==> src/sv/mlfr_pkg.sv <==
// Package for the marker/length frame receiver: phase and result codes,
// marker constants and field widths. No dependencies.
`timescale 1ns / 1ps
`default_nettype none

package mlfr_pkg;

    localparam int LEN_BITS   = 24;   // payload length width, 8..31
    localparam int MAXLEN_W   = 24;
    localparam int ID_W       = 32;
    localparam int FLD_W      = 32;
    localparam int BYTE_W     = 8;
    localparam int KIND_W     = 3;
    localparam int PADDR_W    = 3;
    localparam int PDATA_W    = 32;
    localparam int OUT_DATA_W = BYTE_W + ID_W + MAXLEN_W;

    localparam logic [BYTE_W-1:0]   MARK_PREFIX = 8'hFF;
    localparam logic [BYTE_W-1:0]   MARK_SUFFIX = 8'hFE;
    localparam logic [1:0]          LAST_FIELD_BYTE = 2'd3;
    localparam logic [MAXLEN_W-1:0] MAX_LEN_RST = '1;

    // register word index in paddr[2]
    localparam logic REG_MAX_LEN = 1'b0;

    typedef enum logic [2:0] {
        PH_PREFIX  = 3'd0,
        PH_ID      = 3'd1,
        PH_LEN     = 3'd2,
        PH_PAYLOAD = 3'd3,
        PH_SUFFIX  = 3'd4
    } t_phase;

    typedef enum logic [KIND_W-1:0] {
        K_PAYLOAD    = 3'd0,
        K_GOOD       = 3'd1,
        K_BAD_PREFIX = 3'd2,
        K_BAD_SUFFIX = 3'd3,
        K_BAD_LEN    = 3'd4,
        K_CHAN_ERR   = 3'd5
    } t_out_kind;

endpackage

`default_nettype wire

==> src/sv/marker_length_frame_receiver.sv <==
// A result word is registered: it appears on the master side in the cycle
// after the input word that yields it is accepted. Throughput: one input word
// per cycle; the output register frees whenever the consumer takes its word,
// so the slave side stalls only while a result is held back by m_axis_tready.
// Reset (synchronous, i_rst_n low): hunting for a prefix, counters and shift
// registers cleared, max_len at all ones, output empty.
// Top level of the frame receiver; uses mlfr_pkg.
`timescale 1ns / 1ps
`default_nettype none

module marker_length_frame_receiver (
    input  wire logic                              i_clk,
    input  wire logic                              i_rst_n,
    // input stream
    input  wire logic                              s_axis_tvalid,
    output logic                                   s_axis_tready,
    input  wire logic [mlfr_pkg::BYTE_W-1:0]       s_axis_tdata,  // [7:0] rx_byte
    input  wire logic                              s_axis_tuser,  // [0] kind
    // result stream
    output logic                                   m_axis_tvalid,
    input  wire logic                              m_axis_tready,
    output logic [mlfr_pkg::OUT_DATA_W-1:0]        m_axis_tdata,  // [7:0] out_byte,
                                                                  // [39:8] msg_id,
                                                                  // [63:40] msg_len
    output logic [mlfr_pkg::KIND_W-1:0]            m_axis_tuser,  // [2:0] out_kind
    output logic                                   m_axis_tlast,  // last_payload
    // configuration
    input  wire logic                              psel,
    input  wire logic                              penable,
    input  wire logic                              pwrite,
    input  wire logic [mlfr_pkg::PADDR_W-1:0]      paddr,
    input  wire logic [mlfr_pkg::PDATA_W-1:0]      pwdata,
    output logic [mlfr_pkg::PDATA_W-1:0]           prdata,
    output logic                                   pready
);
    import mlfr_pkg::*;

    // parser state
    t_phase                r_phase, n_phase;
    logic [1:0]            r_cnt, n_cnt;
    logic                  r_mis, n_mis;
    logic [FLD_W-1:0]      r_id, n_id;
    logic [FLD_W-1:0]      r_len, n_len;
    logic [LEN_BITS-1:0]   r_rem, n_rem;
    logic [MAXLEN_W-1:0]   r_max_len;

    // output register
    logic                  r_m_valid;
    logic [OUT_DATA_W-1:0] r_m_data;
    t_out_kind             r_m_kind;
    logic                  r_m_last;

    // result of the current word
    logic                  res_valid;
    t_out_kind             res_kind;
    logic                  res_last;
    logic [OUT_DATA_W-1:0] res_data;

    logic                  s_acc;
    logic                  full;
    logic [BYTE_W-1:0]     b;
    logic [FLD_W-1:0]      len_next;
    logic                  len_bad;
    logic                  pay_last;

    assign b        = s_axis_tdata;
    assign full     = (r_cnt == LAST_FIELD_BYTE);
    assign len_next = {r_len[FLD_W-BYTE_W-1:0], b};
    assign pay_last = (r_rem <= LEN_BITS'(1));
    // sign bit, bits above LEN_BITS, or over the limit
    assign len_bad  = len_next[FLD_W-1]
                   || (len_next[FLD_W-1:LEN_BITS] != '0)
                   || (len_next > FLD_W'(r_max_len));

    assign s_axis_tready = !r_m_valid || m_axis_tready;
    assign s_acc         = s_axis_tvalid && s_axis_tready;

    // next state
    always_comb begin
        n_phase = r_phase;
        n_cnt   = r_cnt + 2'd1;
        n_mis   = r_mis;
        n_id    = r_id;
        n_len   = r_len;
        n_rem   = r_rem;
        if (s_axis_tuser) begin
            n_phase = PH_PREFIX;
            n_cnt   = '0;
            n_mis   = 1'b0;
        end else begin
            unique case (r_phase)
                PH_PAYLOAD: begin
                    n_cnt = r_cnt;
                    n_rem = r_rem - LEN_BITS'(1);
                    if (pay_last) begin
                        n_rem   = '0;
                        n_phase = PH_SUFFIX;
                        n_cnt   = '0;
                        n_mis   = 1'b0;
                    end
                end
                PH_ID: begin
                    n_id = {r_id[FLD_W-BYTE_W-1:0], b};
                    if (full) begin
                        n_len   = '0;
                        n_phase = PH_LEN;
                    end
                end
                PH_LEN: begin
                    n_len = len_next;
                    if (full) begin
                        n_mis = 1'b0;
                        if (len_bad) begin
                            n_phase = PH_PREFIX;
                        end else begin
                            n_rem   = len_next[LEN_BITS-1:0];
                            n_phase = (len_next[LEN_BITS-1:0] == '0) ? PH_SUFFIX
                                                                     : PH_PAYLOAD;
                        end
                    end
                end
                PH_SUFFIX: begin
                    n_mis = r_mis || (b != MARK_SUFFIX);
                    if (full) begin
                        n_phase = PH_PREFIX;
                        n_mis   = 1'b0;
                    end
                end
                default: begin   // prefix hunting
                    n_phase = PH_PREFIX;
                    n_mis   = r_mis || (b != MARK_PREFIX);
                    if (full) begin
                        n_mis = 1'b0;
                        if (!(r_mis || (b != MARK_PREFIX))) begin
                            n_id    = '0;
                            n_phase = PH_ID;
                        end
                    end
                end
            endcase
        end
    end

    // result of this word
    always_comb begin
        res_valid = 1'b0;
        res_kind  = K_PAYLOAD;
        res_last  = 1'b0;
        res_data  = '0;
        if (s_axis_tuser) begin
            res_valid = 1'b1;
            res_kind  = K_CHAN_ERR;
        end else begin
            unique case (r_phase)
                PH_PAYLOAD: begin
                    res_valid = 1'b1;
                    res_last  = pay_last;
                    res_data  = OUT_DATA_W'(b);
                end
                PH_ID: begin
                    res_valid = 1'b0;
                end
                PH_LEN: begin
                    res_valid = full && len_bad;
                    res_kind  = K_BAD_LEN;
                end
                PH_SUFFIX: begin
                    res_valid = full;
                    if (r_mis || (b != MARK_SUFFIX)) begin
                        res_kind = K_BAD_SUFFIX;
                    end else begin
                        res_kind = K_GOOD;
                        res_data = {r_len[MAXLEN_W-1:0], r_id, BYTE_W'(0)};
                    end
                end
                default: begin
                    res_valid = full && (r_mis || (b != MARK_PREFIX));
                    res_kind  = K_BAD_PREFIX;
                end
            endcase
        end
    end

    always_ff @(posedge i_clk) begin
        if (!i_rst_n) begin
            r_phase <= PH_PREFIX;
            r_cnt   <= '0;
            r_mis   <= 1'b0;
            r_id    <= '0;
            r_len   <= '0;
            r_rem   <= '0;
        end else if (s_acc) begin
            r_phase <= n_phase;
            r_cnt   <= n_cnt;
            r_mis   <= n_mis;
            r_id    <= n_id;
            r_len   <= n_len;
            r_rem   <= n_rem;
        end
    end

    always_ff @(posedge i_clk) begin
        if (!i_rst_n) begin
            r_m_valid <= 1'b0;
        end else if (s_acc) begin
            r_m_valid <= res_valid;
        end else if (m_axis_tready) begin
            r_m_valid <= 1'b0;
        end
    end

    always_ff @(posedge i_clk) begin
        if (s_acc && res_valid) begin
            r_m_data <= res_data;
            r_m_kind <= res_kind;
            r_m_last <= res_last;
        end
    end

    assign m_axis_tvalid = r_m_valid;
    assign m_axis_tdata  = r_m_data;
    assign m_axis_tuser  = r_m_kind;
    assign m_axis_tlast  = r_m_last;

    // configuration
    always_ff @(posedge i_clk) begin
        if (!i_rst_n) begin
            r_max_len <= MAX_LEN_RST;
        end else if (psel && penable && pwrite && pready
                     && (paddr[2] == REG_MAX_LEN)) begin
            r_max_len <= pwdata[MAXLEN_W-1:0];
        end
    end

    assign pready = 1'b1;
    assign prdata = (paddr[2] == REG_MAX_LEN) ? PDATA_W'(r_max_len) : '0;

`ifndef SYNTH
    a_last_is_payload: assert property (@(posedge i_clk) disable iff (!i_rst_n)
        (m_axis_tvalid && m_axis_tlast) |-> (m_axis_tuser == K_PAYLOAD))
        else $error("tlast on a non-payload result");

    a_payload_pending: assert property (@(posedge i_clk) disable iff (!i_rst_n)
        (r_phase == PH_PAYLOAD) |-> ((r_rem != '0) && (r_cnt == '0)))
        else $error("payload phase with nothing left to pass");

    a_chan_err_out: assert property (@(posedge i_clk) disable iff (!i_rst_n)
        (s_axis_tvalid && s_axis_tready && s_axis_tuser)
            |=> (m_axis_tvalid && (m_axis_tuser == K_CHAN_ERR) && (r_phase == PH_PREFIX)))
        else $error("channel error not reported");

    a_good_fields: assert property (@(posedge i_clk) disable iff (!i_rst_n)
        (m_axis_tvalid && (m_axis_tuser != K_PAYLOAD)) |-> (m_axis_tdata[7:0] == '0))
        else $error("byte field set on a status result");
`endif

endmodule

`default_nettype wire

==> config.mk <==
export PLATFORM = sky130hd
export DESIGN_NAME = marker_length_frame_receiver
export DESIGN_NICKNAME = d
export VERILOG_FILES = /design/src/sv/mlfr_pkg.sv /design/src/sv/marker_length_frame_receiver.sv
export SDC_FILE = /design/constraint.sdc
export NUM_CORES = 1
export LEC_CHECK = 0
export ABC_AREA = 1
export BUFFER_PORTS_ARGS = -buffer_cell sky130_fd_sc_hd__clkbuf_2
export CAP_MARGIN = 20
export CORE_MARGIN = 3
export CORE_UTILIZATION = 52
export DETAILED_ROUTE_END_ITERATION = 8
export PLACE_DENSITY = 0.87
export SYNTH_ARGS = -nofsm -noshare
export SYNTH_HDL_FRONTEND = slang
export SYNTH_SLANG_ARGS = --single-unit
==> constraint.sdc <==
create_clock -name i_clk -period 4.4 [get_ports i_clk]
set_input_delay 0.44 -clock i_clk [delete_from_list [all_inputs] [get_ports i_clk]]
set_output_delay 0.44 -clock i_clk [all_outputs]
set_load 0.005 [all_outputs]
==> flow_summary.ini, run 1 <==
[timing]
finalSetupTns_ns = 0
drv_slew = 0
setup_viol = 0
period_minus_slack_ns = 2.97
worst_slew_pin_slew_ns = 0.828
max_slew_margin = 0.447
fmax_ghz = 0.337
min_period_over_period = 0.675
skew_ns = 0.0144
rsz0062_at_grt = no
hold_viol = 0

[yosys]
synth_cell_types = 42
synth_cells = 1006
yosys_warnings = 0
yosysSeqAreaShare = 0.496
ys_seq_elements = 179
syn_avg_cell_area_sq_um = 8.55
synth_area_sq_um = 8600

[placement]
hpwl_microns = 14400
placed_cells = 1310
gp_congestion = 0.926
io_buffer_count = 134

[clock_network]
clock_latency_ns = 0.45
cts_made_buffers = 17
clock-root-buffer = clkbuf_16
htreeDepth = 4
hold_buffers = 0
clock_sinks = 179
tritoncts = yes
clockBufferDepth = 2
post_cts_resize_count = 0
path_clk_slew_ns = 0.08
post_cts_buffers = 0

[routing]
dr_wl_met2_microns = 9670
drt_iter0_drc = 707
highest_layer = met4
drcViolationCount = 0
ant_nets = 0
wl_met3_microns = 1870
wl_per_cell_microns = 15.5
firstDrtPassIters = 5
drt-met1-wl_microns = 8770
vias = 7269
drt-total-wl_microns = 20800
avgViaCountPerCell = 5.41

[worst_setup_path]
cp_data_arrival_time_ns = 3.11
cp-start-kind = register
worst-r2r-cell-count = 14
cp_max_fo = 39
regToRegSetupSlack_ns = 1.43
r2r-end = m_axis_tdata[15]$_SDFFCE_PP0P_
path_class = reg2reg
critPathCaptureType = register
r2r_start = r_len[2]$_SDFFE_PN0P_
required_ns = 4.54

[final_layout]
diodes = 0
syn_to_final_growth_pct = 16.5
drive_gt1_frac = 0.232
instances_no_fill = 1344
nets = 1193
layout_common_cells = nand2_1, nor2_1, clkbuf_2, dfxtp_1, inv_1
seq_area_sq_um = 4260
multi_input_area_sq_um = 3660
num-fill-cells = 1299
final_common_cell = nand2_1

[min_path]
min_to = r_max_len[2]$_SDFFE_PN1P_
min_path_cells = 3
hp-class = in2reg
hp-start = pwdata[2]

[grt]
antenna_found_initial = 0
grt_max_degree = 65
grt_use_total = 0.230
grt_pass1_wl_microns = 33000
grt-ovfl-total = 0
grt_pass1_vias = 6641

[die]
die_x_microns = 135
die_area_sq_um = 18100
ios = 154
row_count = 46
initial_core_util = 0.535
die-height_microns = 135
core_area_sq_um = 16100

[status]
status = finished, final reports clean

[power_and_ir_drop]
peakVddDrop_mv = 0.327
power.density_nw_per_um2 = 349
power.leakage_nw = 4.25

[job]
maxCapViolCount = 0
## cell families after synthesis
logic type / share of synthesized area
and+or+nand+nor: 0.229
other: 0.000874
buffers and inverters: 0.0821
adders and majority gates: 0.0393
AOI/OAI and AO/OA: 0.139
DFF: 0.496
xor gates and xnor gates: 0.0143
## Yosys cell counts (all sizes together)
library cell	instances	area, sq um
o22ai	15	93.8
nand2	179	687
a21o	1	7.51
nor4	1	21.3
ha	27	338
nand3	32	178
nand4	11	68.8
a211oi	1	12.5
clkinv	1	3.75
edfxtp	68	2040
a31oi	1	6.26
a22oi	32	390
xor2	12	105
clkbuf	30	114
dfxtp	111	2220
buf	31	205
conb	2	7.51
nor3	45	282
nand3b	1	7.51
inv	102	383
o211ai	24	180
nor2	181	724
xnor2	2	17.5
o21ai	30	154
a21oi	64	332
o21a	2	15.0
## metrics by stage
stage               hold slack [ns]  power, mW   util  setup slack [ns]  instance area [sq um]
finish                        0.211       3.49  0.624              1.43                  10000
global route                  0.210       3.60  0.624              1.22                  10000
CTS                           0.197       3.51  0.621              1.45                   9970
detailed placement            0.453       1.95  0.581              1.26                   9330
global placement              0.437       1.94  0.581              1.34                   9330
floorplan                     0.425       1.87      -              1.18                   8620
## worst max-delay path: stages, from the launching register on
cell,delay (ns)
dfxtp_1,0.41
ha_1,0.35
nand4_1,0.10
nor3_1,0.24
nand2_1,0.09
nand2_1,0.06
nand2_1,0.05
nand2_1,0.08
nand2_1,0.11
nand2_1,0.09
nand2_1,0.08
nand2_1,0.08
nand2_1,0.09
inv_2,0.50
buf_12,0.30
## final cells by class
class / instances / share of cell area
clock buffers: 17 / 0.0425
clock inverters: 15 / 0.0216
inverters: 103 / 0.0386
multi-input cells: 670 / 0.366
flip-flops and latches: 179 / 0.426
well taps: 216 / 0.0270
repair buffers: 144 / 0.0789
## per-layer routing
metal	GRT usage	up-vias
li1	-	3551
met1	0.306	3316
met2	0.359	356
met3	0.0648	46
met4	0.0854	0
met5	0	-
## worst max-delay path by stage
stage                                from                             end  slack, ns
2_1_floorplan             s_axis_tdata[7]   m_axis_tdata[0]$_SDFFCE_PP0P_       1.18
3_3_place_gp              s_axis_tdata[0]  m_axis_tdata[23]$_SDFFCE_PP0P_       1.34
3_5_place_dp              s_axis_tdata[0]  m_axis_tdata[17]$_SDFFCE_PP0P_       1.26
4_1_cts            r_len[11]$_SDFFE_PN0P_  m_axis_tdata[15]$_SDFFCE_PP0P_       1.45
5_1_grt        r_max_len[15]$_SDFFE_PN1P_  m_axis_tdata[15]$_SDFFCE_PP0P_       1.22
6_report            r_len[2]$_SDFFE_PN0P_  m_axis_tdata[15]$_SDFFCE_PP0P_       1.43
## state kept, by name, indices dropped and copies added, names as in the netlist
name / count
m_axis_tvalid: 1
r_cnt: 2
m_axis_tuser: 3
r_max_len: 24
m_axis_tdata: 64
r_mis: 1
r_id: 32
r_phase: 3
r_rem: 24
r_len: 24
m_axis_tlast: 1
## power breakdown
group	leakage (nW)	internal, mW	total (mW)	switching, mW
clock	0.306	0.793	1.58	0.791
combinational	2.41	0.0591	0.168	0.109
sequential	1.54	1.74	1.74	0.00708
total	4.25	2.59	3.49	0.907
Power figures use the tool's default switching activity.
==> inputs of run 2 (changes only) <==
ABC_AREA = 0   (was 1)
clock period = 2.8 ns   (was 4.4 ns; I/O delays follow)
==> flow_summary.ini, run 2 <==
[worst_setup_path]
cp-start-kind = register
slowest_stage = or4_4
cpPeakStageDelay_ns = 0.51
cp_common_cell = nor4_4
cp-endpoint = r_rem[22]$_SDFFE_PN0P_
cp_max_fo = 5
critical_path.cell_chain = inv_1 -> ha_4 -> nand4_1 -> or4_4 -> nor4_4 -> a21o_1 -> a211oi_4 -> nor4_4 -> buf_6 -> buf_12 -> o21ai_1 -> a32o_1
regToRegSetupSlack_ns = -0.06
cp_data_arrival_time_ns = 3.18
critPathCaptureType = register
worst-r2r-cell-count = 12
r2r-end = r_rem[22]$_SDFFE_PN0P_
critPathLaunch = r_max_len[12]$_SDFFE_PN1P_
required_ns = 3.13
path_class = reg2reg
r2r_start = r_max_len[12]$_SDFFE_PN1P_

[timing]
rsz0062_at_grt = yes
worst_slack_ns = -0.0557
drv_slew = 0
skew_ns = 0.0104
fmax_ghz = 0.350
period_minus_slack_ns = 2.86
hold_viol = 0
min_period_over_period = 1.02
hold_ws_ns = 0.0654
finalSetupTns_ns = -0.220
setup_viol = 19
worst_slew_pin_slew_ns = 0.672
max_slew_margin = 0.548

[routing]
ant_nets = 0
firstDrtPassIters = 6
drcViolationCount = 0
drt_iter0_drc = 881
wl_per_cell_microns = 18.2
vias = 7291
drt-total-wl_microns = 22600
avgViaCountPerCell = 5.88

[final_layout]
nets = 1094
syn_to_final_growth_pct = 26.8
diodes = 0
final_util = 0.686
largest_reg_flops = 64
drive_gt1_frac = 0.294
layout_common_cells = clkbuf_2, dfxtp_1, nand2_1, nor2b_1, edfxtp_1
fin_area_sq_um = 10700
final_common_cell = clkbuf_2

[status]
status = complete, but fails checks
violations = negative setup slack

[clock_network]
tritoncts = yes
clock_latency_ns = 0.44
clock_sinks = 179
hold_buffers = 0
cts_made_buffers = 17
path_clk_slew_ns = 0.07
clockBufferDepth = 2
htreeDepth = 4
clock-root-buffer = clkbuf_16

[placement]
place_area_sq_um = 9650
hpwl_microns = 14200
gp_congestion = 0.887
io_buffer_count = 134

[yosys]
synth_most_common_cell = dfxtp_1
yosysSeqAreaShare = 0.507
synth_cells = 854
synth_area_sq_um = 8410
synth_top_area_cell = dfxtp_1
synth_ff_type = dfxtp_1
synth_top_area_frac = 0.264
synth.top_cells.by_count = dfxtp_1, nand2_1, nor2b_1
yosys_warnings = 0
synth_cell_types = 63
syn_avg_cell_area_sq_um = 9.85
synth_edf_count = 68
async_reset_ff_frac = 0
ys_seq_elements = 179
synthTopCellsByArea = dfxtp_1, edfxtp_1, a22oi_1, nor2b_1, and2_1

[grt]
grt_max_degree = 96
grt_pass1_wl_microns = 33800
grt-ovfl-total = 0
grt_use_total = 0.236
antenna_found_initial = 0
grt_pass1_vias = 6723

[die]
die_x_microns = 133
initial_core_util = 0.541
row_count = 45
ios = 154
core_area_sq_um = 15500
die_area_sq_um = 17700
die-height_microns = 133

[power_and_ir_drop]
power.density_nw_per_um2 = 507
power.leakage_nw = 4.41
peakVddDrop_mv = 0.456

[job]
maxCapViolCount = 0

[min_path]
hp-class = in2reg
run 2: changes by cell type in the layout (fill, tap and decap cells not counted), moves of 18 or more:
cell,before,now
nor2_1,170,47
nand2_1,173,70
nor2b_1,0,69
and2_1,0,65
inv_1,81,24
a22oi_1,2,58
buf_4,7,49
a21oi_1,61,20
a22oi_2,30,0
nand3_1,30,11
nor3_1,35,17
run 2: final cells by class:
| type | instances | area, sq um |
|---|---|---|
| Inverter | 32 | 123 |
| Clock buffer | 20 | 457 |
| Multi-Input combinational cell | 582 | 4030 |
| Fill cell | 1133 | 4870 |
| Timing Repair Buffer | 204 | 1400 |
| Tap cell | 211 | 264 |
| Sequential cell | 179 | 4270 |
| Clock inverter | 12 | 120 |
run 2: repair_timing:
| action | CTS | global route |
|---|---|---|
| gates resized for setup | 7 | 50 |
| gates cloned | 2 | 3 |
| pin swaps | 2 | 12 |
| setup endpoints to repair | 84 | 90 |
| setup buffers | 1 | 5 |
run 2: metrics by stage:
step	total power [mW]	instances	setup WS, ns
4_1_cts	5.41	1232	0.0141
5_1_grt	5.57	1240	-0.161
2_1_floorplan	2.96	861	-0.534
6_report	5.41	1240	-0.0557
3_3_place_gp	3.12	1197	0.0190
3_5_place_dp	3.12	1197	-0.0826
run 2: worst min-delay path by stage:
stage                                start                    endpoint  depth (start not counted)  slack, ns
finish                           pwdata[8]   r_max_len[8]$_SDFFE_PN1P_                          3       0.07
detailed placement  r_rem[21]$_SDFFE_PN0P_      r_rem[21]$_SDFFE_PN0P_                          1       0.46
floorplan                       pwdata[11]  r_max_len[11]$_SDFFE_PN1P_                          2       0.42
global placement    r_rem[21]$_SDFFE_PN0P_      r_rem[21]$_SDFFE_PN0P_                          1       0.45
global route                     pwdata[4]   r_max_len[4]$_SDFFE_PN1P_                          3       0.07
CTS                              pwdata[4]   r_max_len[4]$_SDFFE_PN1P_                          3       0.06
run 2: logic make-up after synthesis:
kind of cell | count (synthesis) | share of synthesized area
xor gates and xnor gates | 4 | 0.00416
buffers and inverters | 100 | 0.0522
DFF | 179 | 0.507
other | 2 | 0.000893
and+or+nand+nor | 341 | 0.224
AOI/OAI and AO/OA | 201 | 0.171
adders and majority gates | 27 | 0.0401
run 2: worst max-delay path, delay by kind of cell, from the launching register on:
kind | cells | cell delay, ns
compound gates | 4 | 0.64
flops | 1 | 0.32
simple gates | 4 | 1.10
fa+ha+maj | 1 | 0.27
buf+inv | 3 | 0.42
run 2: where the power goes:
| part | total (mW) | internal, mW | switching, mW |
|---|---|---|---|
| Clock | 2.32 | 1.29 | 1.03 |
| Combinational | 0.324 | 0.146 | 0.178 |
| Sequential | 2.76 | 2.75 | 0.0158 |
run 2: layer usage:
layer,vias to the layer above,GRT usage,part of all wire
met2,423,0.385,0.48
met5,-,0,0
met3,97,0.0578,0.091
met4,0,0.115,0.042
met1,3383,0.294,0.39
li1,3388,-,-
==> inputs of run 3 (changes only) <==
CORE_UTILIZATION = 51   (was 52)
PLACE_DENSITY = 0.89   (was 0.87)
clock period = 2.5 ns   (was 2.8 ns; I/O delays follow)
==> flow_summary.ini, run 3 (synthesis results as in run 2) <==
[status]
status = complete, but fails checks
violations = negative setup slack

[routing]
wl_met3_microns = 1980
firstDrtPassIters = 6
drt-total-wl_microns = 23900
drt-met1-wl_microns = 9300
dr_wl_met2_microns = 11700
highest_layer = met4
drt_iter0_drc = 970
vias = 7451
wl_per_cell_microns = 18.5
ant_nets = 0
avgViaCountPerCell = 5.77
drcViolationCount = 0

[grt]
grt_pass1_vias = 7051
grt-ovfl-total = 0
grt_use_total = 0.250
grt_max_degree = 57
grt_pass1_wl_microns = 35900
antenna_found_initial = 0

[timing]
max_slew_margin = 0.421
drv_slew = 0
finalSetupTns_ns = -35.11
min_period_over_period = 1.17
skew_ns = 0.0162
hold_ws_ns = 0.0351
setup_viol = 96
worst_slew_pin_slew_ns = 0.869
fmax_ghz = 0.342
hold_viol = 0
rsz0062_at_grt = yes
period_minus_slack_ns = 2.92
worst_slack_ns = -0.425

[clock_network]
clock-root-buffer = clkbuf_16
tritoncts = yes
clock_latency_ns = 0.44
path_clk_slew_ns = 0.07
clock_sinks = 179
htreeDepth = 4
cts_made_buffers = 17
clockBufferDepth = 2

[worst_setup_path]
critical_path.cell_chain = inv_2 -> ha_4 -> nand4_1 -> or4_4 -> nor4_2 -> a21o_1 -> buf_4 -> a21oi_2 -> o21ai_2 -> a21oi_4 -> clkbuf_16 -> buf_4
critPathCaptureType = register
cp_data_arrival_time_ns = 3.12
cp_common_cell = buf_4
slowest_stage = or4_4
cpPeakStageDelay_ns = 0.58
required_ns = 2.69
path_class = reg2reg
regToRegSetupSlack_ns = -0.42
cp-start-kind = register
cp_max_fo = 6

[final_layout]
largest_reg_flops = 64
diodes = 0
final_util = 0.683
nets = 1141
drive_gt1_frac = 0.314
final_common_cell = clkbuf_2
fin_area_sq_um = 10900
layout_common_cells = clkbuf_2, dfxtp_1, buf_4, nand2_1
syn_to_final_growth_pct = 29.8

[die]
die-height_microns = 134
row_count = 46
die_x_microns = 134
die_area_sq_um = 18100
core_area_sq_um = 16000
ios = 154
initial_core_util = 0.526

[power_and_ir_drop]
power.leakage_nw = 4.67
peakVddDrop_mv = 0.556
power.density_nw_per_um2 = 557

[placement]
place_area_sq_um = 10000
gp_congestion = 0.949
hpwl_microns = 15800
io_buffer_count = 134

[job]
maxCapViolCount = 0

[min_path]
hp-class = in2reg
==> run 3: cell types whose count changed in the layout (fill, tap and decap cells not counted), moves of 3 or more <==
cell / change
ha_1: +6
clkinv_2: +3
inv_1: +4
buf_4: +49
inv_2: -3
ha_4: -6
==> run 3: per-stage QoR <==
stage	power, mW	setup slack, ns	cells
6_report	6.08	-0.425	1292
5_1_grt	6.25	-0.521	1292
4_1_cts	6.08	-0.300	1289
3_5_place_dp	3.53	-0.324	1248
3_3_place_gp	3.51	-0.217	1248
2_1_floorplan	3.32	-0.834	861
==> run 3: layer usage <==
layer	vias up	GRT usage
met2	417	0.423
met1	3483	0.308
li1	3460	-
met5	-	0
met4	0	0.101
met3	91	0.0619
==> run 3: layout make-up <==
class                           count  area (sq um)
Timing Repair Buffer              251          1720
Fill cell                        1151          5070
Multi-Input combinational cell    582          3970
Sequential cell                   179          4270
Clock buffer                       21           472
Clock inverter                     11           100
Inverter                           32           120
Tap cell                          216           270
==> run 3: final timing paths <==
path,endpoint,startpoint,cells after the start
worst min-delay path,r_max_len[6]$_SDFFE_PN1P_,pwdata[6],3
worst max register to register,m_axis_tdata[23]$_SDFFCE_PP0P_,r_max_len[9]$_SDFFE_PN1P_,12
worst max-delay path,m_axis_tdata[23]$_SDFFCE_PP0P_,r_max_len[9]$_SDFFE_PN1P_,12
worst min register to register,r_rem[21]$_SDFFE_PN0P_,r_rem[21]$_SDFFE_PN0P_,1
==> run 3: power by group <==
part           internal [mW]  total, mW  leakage (nW)  switching (mW)
Sequential              3.07       3.09          1.54          0.0181
Combinational          0.178      0.387          2.85           0.209
Clock                   1.46       2.60         0.279            1.14
Total                   4.71       6.08          4.67            1.37
==> run 3: what timing repair did <==
| item | CTS | global route |
|---|---|---|
| gates resized for setup | 22 | 22 |
| cloned | 3 | 1 |
| buffers inserted | 6 | 2 |
| pin swaps | 7 | 3 |
| setup endpoints to repair | 95 | 97 |
| hold buffers | 0 | 0 |
==> run 3: worst max-delay path: cells and delay by family (launching register included) <==
| kind | cells | cell delay [ns] |
|---|---|---|
| and+or+nand+nor | 3 | 1.03 |
| adders and majority gates | 1 | 0.25 |
| buffers and inverters | 4 | 0.53 |
| DFF | 1 | 0.34 |
| AOI/OAI and AO/OA | 4 | 0.55 |
